<file path="src/ibo_pkg.sv">
// Shared types, operation codes and bit-operator helpers for the bit operator ALU.
// Used by ibo_merge, intercal_bit_operator_alu and ibo_checker; no dependencies.
package ibo_pkg;

    localparam int DATA_W = 32;
    localparam int HALF_W = 16;
    localparam int OP_W   = 3;

    typedef logic [DATA_W-1:0] word_t;
    typedef logic [OP_W-1:0]   op_t;

    localparam op_t OP_UNARY_AND = 3'd0;
    localparam op_t OP_UNARY_OR  = 3'd1;
    localparam op_t OP_UNARY_XOR = 3'd2;
    localparam op_t OP_MINGLE    = 3'd3;
    localparam op_t OP_SELECT    = 3'd4;

    localparam word_t HALF_LIMIT = 32'h0000_ffff;
    localparam word_t TOP16      = 32'h0000_8000;
    localparam word_t TOP32      = 32'h8000_0000;

    // Rotate right by one within 16 bits when the value fits there, else within 32.
    function automatic word_t rot_right_one(input word_t v);
        word_t carry_in;
        begin
            carry_in = (v > HALF_LIMIT) ? TOP32 : TOP16;
            rot_right_one = v[0] ? ((v >> 1) | carry_in) : (v >> 1);
        end
    endfunction

    // Second operand on even bits, first operand on odd bits.
    function automatic word_t mingle(input word_t odd_src, input word_t even_src);
        word_t r;
        begin
            r = '0;
            for (int i = 0; i < HALF_W; i++)
            begin
                r[2*i]   = even_src[i];
                r[2*i+1] = odd_src[i];
            end
            mingle = r;
        end
    endfunction

endpackage

</file>
<file path="src/ibo_merge.sv">
// One level of the select compaction tree: pairs of packed groups merge into one.
// Depends on ibo_pkg for the word width.
module ibo_merge #(
    parameter int LVL = 0
) (
    input  ibo_pkg::word_t                                      data_in,
    input  logic [(ibo_pkg::DATA_W >> LVL)-1:0][LVL:0]          cnt_in,
    output ibo_pkg::word_t                                      data_out,
    output logic [(ibo_pkg::DATA_W >> (LVL+1))-1:0][LVL+1:0]    cnt_out
);
    import ibo_pkg::*;

    localparam int G     = 1 << LVL;
    localparam int NG_OUT = DATA_W >> (LVL + 1);

    // Upper group slides down onto the first free bit above the lower group.
    always_comb
    begin
        for (int j = 0; j < NG_OUT; j++)
        begin
            data_out[2*j*G +: 2*G] = {{G{1'b0}}, data_in[2*j*G +: G]}
                | ({{G{1'b0}}, data_in[2*j*G+G +: G]} << cnt_in[2*j]);
            cnt_out[j] = {1'b0, cnt_in[2*j]} + {1'b0, cnt_in[2*j+1]};
        end
    end

endmodule

</file>
<file path="src/intercal_bit_operator_alu.sv">
// Top level of the bit operator ALU: three register stages around a select compaction tree.
// Depends on ibo_pkg and ibo_merge.
//
// Usage:
//   Input channel: in_valid / in_stall with op, first_value, second_value.
//   Output channel: out_valid / out_stall with result. An item moves at a
//   rising edge where valid is high and stall is low.
//   Every item yields exactly one result, in order.
//   An accepted item moves through the stage 1 and stage 2 registers into the
//   output register. Throughput: one item per cycle unless the receiver stalls.
//   The select compaction tree sets the depth: two merge levels in each of the
//   first two stages, the last merge and the result choice in the third.
//   Unary ops and mingle finish in the first stage and ride along.
//   Reset empties all three stages; the block accepts an item in the first
//   cycle after reset.
//   When the receiver stalls, the result holds and the stages behind it fill;
//   in_stall rises only when all three stages hold items and the output is
//   stalled. Nothing is dropped or repeated.
module intercal_bit_operator_alu (
    input  logic            clk,
    input  logic            rst_n,
    input  logic            in_valid,
    output logic            in_stall,
    input  ibo_pkg::op_t    op,
    input  ibo_pkg::word_t  first_value,
    input  ibo_pkg::word_t  second_value,
    output logic            out_valid,
    input  logic            out_stall,
    output ibo_pkg::word_t  result
);
    import ibo_pkg::*;

    logic adv1, adv2, adv3;
    logic v1_reg, v2_reg, v3_reg;

    // Stage 1 payload
    logic          sel1_reg, sel1_next;
    word_t         other1_reg, other1_next;
    word_t         d1_reg;
    logic [7:0][2:0] c1_reg;

    // Stage 2 payload
    logic          sel2_reg;
    word_t         other2_reg;
    word_t         d2_reg;
    logic [1:0][4:0] c2_reg;

    // Stage 3 payload
    word_t         result_reg, result_next;

    word_t            lv0_data;
    word_t            lv1_data, lv2_data, lv3_data, lv4_data;
    logic [15:0][1:0] lv1_cnt;
    logic [7:0][2:0]  lv2_cnt;
    logic [3:0][3:0]  lv3_cnt;
    logic [1:0][4:0]  lv4_cnt;
    word_t            sel_word;

    assign adv3     = !v3_reg || !out_stall;
    assign adv2     = !v2_reg || adv3;
    assign adv1     = !v1_reg || adv2;
    assign in_stall = !adv1;

    assign out_valid = v3_reg;
    assign result    = result_reg;

    // Stage 1: unary ops and mingle, first two compaction levels
    always_comb
    begin
        sel1_next = (op == OP_SELECT);
        case (op)
            OP_UNARY_AND: other1_next = first_value & rot_right_one(first_value);
            OP_UNARY_OR:  other1_next = first_value | rot_right_one(first_value);
            OP_UNARY_XOR: other1_next = first_value ^ rot_right_one(first_value);
            OP_MINGLE:    other1_next = mingle(first_value, second_value);
            default:      other1_next = '0;
        endcase
    end

    assign lv0_data = first_value & second_value;

    ibo_merge #(.LVL(0)) u_lv0 (
        .data_in  (lv0_data),
        .cnt_in   (second_value),
        .data_out (lv1_data),
        .cnt_out  (lv1_cnt)
    );

    ibo_merge #(.LVL(1)) u_lv1 (
        .data_in  (lv1_data),
        .cnt_in   (lv1_cnt),
        .data_out (lv2_data),
        .cnt_out  (lv2_cnt)
    );

    // Stage 2: next two compaction levels
    ibo_merge #(.LVL(2)) u_lv2 (
        .data_in  (d1_reg),
        .cnt_in   (c1_reg),
        .data_out (lv3_data),
        .cnt_out  (lv3_cnt)
    );

    ibo_merge #(.LVL(3)) u_lv3 (
        .data_in  (lv3_data),
        .cnt_in   (lv3_cnt),
        .data_out (lv4_data),
        .cnt_out  (lv4_cnt)
    );

    // Stage 3: last merge of the two 16-bit halves, then pick the result
    assign sel_word = {{HALF_W{1'b0}}, d2_reg[HALF_W-1:0]}
        | ({{HALF_W{1'b0}}, d2_reg[DATA_W-1:HALF_W]} << c2_reg[0]);

    assign result_next = sel2_reg ? sel_word : other2_reg;

    always_ff @(posedge clk or negedge rst_n)
    begin
        if (!rst_n)
        begin
            v1_reg <= 1'b0;
            v2_reg <= 1'b0;
            v3_reg <= 1'b0;
        end
        else
        begin
            if (adv1)
                v1_reg <= in_valid;
            if (adv2)
                v2_reg <= v1_reg;
            if (adv3)
                v3_reg <= v2_reg;
        end
    end

    always_ff @(posedge clk)
    begin
        if (adv1)
        begin
            sel1_reg   <= sel1_next;
            other1_reg <= other1_next;
            d1_reg     <= lv2_data;
            c1_reg     <= lv2_cnt;
        end
        if (adv2)
        begin
            sel2_reg   <= sel1_reg;
            other2_reg <= other1_reg;
            d2_reg     <= lv4_data;
            c2_reg     <= lv4_cnt;
        end
        if (adv3)
            result_reg <= result_next;
    end

endmodule

</file>
<file path="config.mk">
export PLATFORM = sky130hd
export DESIGN_NAME = intercal_bit_operator_alu
export DESIGN_NICKNAME = d
export VERILOG_FILES = /design/src/ibo_pkg.sv /design/src/ibo_merge.sv /design/src/intercal_bit_operator_alu.sv
export SDC_FILE = /design/constraint.sdc
export NUM_CORES = 1
export LEC_CHECK = 0
export CAP_MARGIN = 20
export CORE_MARGIN = 3
export CORE_UTILIZATION = 51
export CTS_BUF_LIST = sky130_fd_sc_hd__clkbuf_2 sky130_fd_sc_hd__clkbuf_4 sky130_fd_sc_hd__clkbuf_8
export DETAILED_ROUTE_END_ITERATION = 10
export DONT_BUFFER_PORTS = 1
export GPL_TIMING_DRIVEN = 0
export PLACE_DENSITY = 0.66
export SYNTH_ARGS = -nofsm -noshare
export SYNTH_HDL_FRONTEND = slang
export SYNTH_SLANG_ARGS = --single-unit
export TNS_END_PERCENT = 1
</file>
<file path="constraint.sdc">
create_clock -name clk -period 6.37 [get_ports clk]
set_clock_uncertainty 0.15 [all_clocks]
set_input_delay 1.274 -clock clk [delete_from_list [all_inputs] [get_ports clk]]
set_output_delay 1.274 -clock clk [all_outputs]
set_load 0.03 [all_outputs]
</file>
==> metrics.csv <==
stage;metric;value;unit
drt;1st-iter DRT viols;821;
sta;final setup vio count;0;
sta;Period minus WS final;3580;ps
drt;Detailed Route WL;29790;um
critical_path;worst r2r src;c1_reg[0];
synth;Post-Syn Instances;1082;
placement;pre-CTS WS;2734;ps
synth;Cell variety after synth;81;
synth;ranking of synthesized cells by area;edfxtp_1 47%, ha_1 9.5%, nand2_1 3.5%, mux4_2 3.2%, a21oi_1 3.0%;
drt;wire per inst;20.76;um
critical_path;flop2flop setup slack;3030;ps
flow_run;max-cap viol count;0;
layout;ant diodes;0;
synth;syn nets;1258;
global_route;vias in the first global route;8253;
sta;fin worst setup slack;2790;ps
drt;first drt pass iteration count;5;
synth;Mean Syn Cell Area;11.18;um^2
drt;vias per cell;5.990;
sta;Max Fclk;0.2793;GHz
synth;yosys warns;0;
synth;register bit count reported by yosys;191;
synth;ys flop type;edfxtp_1;
synth;Seq/Total Area, Yosys;47.29;%
synth;Yosys top cell by area;edfxtp_1;
critical_path;Worst R2R End;c2_reg[4];
sta;final slew viol count;0;
placement;placed cell area;12650;um^2
critical_path;kind of critical path;in2out;
layout;Non-Filler Instances;1435;
global_route;met2 Usage GRT;34.50;%
min_path;Worst Hold End;other2_reg[17];
cts;H-tree depth;4;
placement;GP Congestion;0.9366;
critical_path;worst-path cell chain;nand4_1 > buf_8 > buf_8 > inv_1;
pwr;cell area power density;365.9;nW/um^2
critical_path;reg2reg path depth;9;
critical_path;buffers and inverters on the worst path;3;
critical_path;cell repeated most along the worst path;buf_8;
cts;Inserted Clock Buffers;17;
cts;Setup Fix Bufs, Post-CTS;0;
critical_path;highest net fanout along the worst path;19;
drt;Post-route DRC;0;
global_route;GRT Max-Usage Layer;met2;
cts;Max Buffers Root-to-Sink;2;
critical_path;slowest CP cell;buf_8;
global_route;total track usage;23.43;%
layout;Synth-to-Final Area Change;8.275;%
floorplanning;die area;25600;um^2
sta;slew at the pin closest to its max-slew limit;659.0;ps
min_path;WHS Path Cells;0;
floorplanning;Die W;160.0;um
critical_path;Worst path max stage delay;260;ps
global_route;initial antenna violation count;0;
critical_path;Critical Path Start Type;input port;
synth;top cells by count, synth;188 x edfxtp_1, 112 x nand2_1, 92 x ha_1, 80 x nor2_1;
synth;top cell type's share of synthesized area;46.67;%
layout;post-route cell area;13100;um^2
critical_path;CP arrival;2160;ps
cts;clk slew on worst S/H paths;110;ps
critical_path;WP data required;4950;ps
sta;max_slew headroom;54.93;%
floorplanning;Core Region;22980;um^2
placement;IO buf count;0;
synth;Post-synth EDFFs;188;
pwr;leakage;0.005116;uW
synth;Cell Area, Synth;12100;um^2
run_status;status;completed;
cts;hold_buf cts;0;
sta;final hold vios;0;
cts;Resized cells post-CTS;0;
floorplanning;Initial Util;52.63;%
cts;CTS sink cnt;191;
pwr;total power;4793;uW
cts;CTS tree;built;
sta;period utilisation layout;56.20;%
placement;Placed Instances;1403;
drt;Antenna Nets Post-Route;0;
floorplanning;die height;160.0;um
cts;clock latency on the worst-skew pair;480;ps
critical_path;crit path capture type;primary output;
sta;RSZ-0062 raised after global routing;false;
global_route;GR Util met3;6.148;%
global_route;grt met1 use;34.43;%
global_route;first-pass GRT wire length;46810;um
min_path;worst hold start;other1_reg[17];
layout;Nets;1285;
placement;HPWL Detailed;23580;um
floorplanning;Core Rows;55;
drt;via count;8596;
global_route;remaining global-route overflow;0;
floorplanning;I/O pins;105;
pwr;VDD IR max;0.1914;mV
sta;worst hold slack;270.0;ps
critical_path;Crit path max-delay family;buffers and inverters;
cts;Root Buffer;clkbuf_8;
layout;layout cell share with drive strength beyond 1;9.626;%
min_path;worst min path class;reg2reg;
synth;ys async rst share;1.571;%
global_route;largest net degree at the start of global routing;68;
synth;most common cell in the netlist;edfxtp_1;
-- layer usage --
layer  part of all wire, %  vias up
li1                      -     4185
met1                    47     4052
met2                    43      329
met3                   8.4       30
met4                   2.0        0
met5                     0        -
-- power by group --
part | leakage [uW] | total [uW] | internal [uW] | switching [uW]
registers | 0.00205 | 2010 | 1750 | 262
clock network | 0.000221 | 865 | 377 | 488
logic | 0.00285 | 1920 | 764 | 1150
total | 0.00512 | 4790 | 2890 | 1900
-- metrics by stage --
stage                     utilization, %  setup TNS, ps
after detailed placement           55.02              0
after CTS                          56.98              0
after global routing               56.98              0
after global placement             54.33         -20380
after floorplan                        -              0
final                              56.98              0
-- worst max-delay path by stage --
stage | startpoint | end | slack (ps) | depth (start not counted)
after global placement | out_stall | in_stall | -1450 | 2
after detailed placement | out_stall | in_stall | 2730 | 4
after CTS | out_stall | in_stall | 2720 | 4
final | out_stall | in_stall | 2790 | 4
after floorplan | out_stall | in_stall | 90 | 2
after global routing | out_stall | in_stall | 2690 | 4
-- placed cells by master (no fill, tap or decap), types with 22 or more instances in the layout --
master	count
nand2_1	112
mux2_2	22
inv_1	59
a221o_1	34
o21ai_0	72
edfxtp_1	188
clkbuf_1	36
ha_1	92
nor2_1	80
a21oi_1	72
mux2i_1	35
-- logic make-up (layout without fill, tap and decap cells) --
| kind of cell | Yosys count | after routing | synth area share, % |
|---|---|---|---|
| XOR/XNOR | 7 | 7 | 0.5068 |
| adder cells (fa/ha/maj) | 105 | 105 | 11.67 |
| multiplexers | 77 | 77 | 8.575 |
| AND/OR/NAND/NOR | 286 | 286 | 11.03 |
| buffers and inverters | 116 | 156 | 3.992 |
| AO/OA/AOI/OAI | 300 | 300 | 16.94 |
| flip-flops | 191 | 191 | 47.29 |
-- final cells by class --
class,count,area [um^2]
Timing Repair Buffer,8,145.1
Buffer,53,246.5
Inverter,63,236.5
Clock buffer,17,234.0
Fill cell,2006,9887
Multi-Input combinational cell,775,5906
Tap cell,313,391.6
Clock inverter,15,217.7
Sequential cell,191,5720
Note: power is estimated with default switching activity, not from simulation.
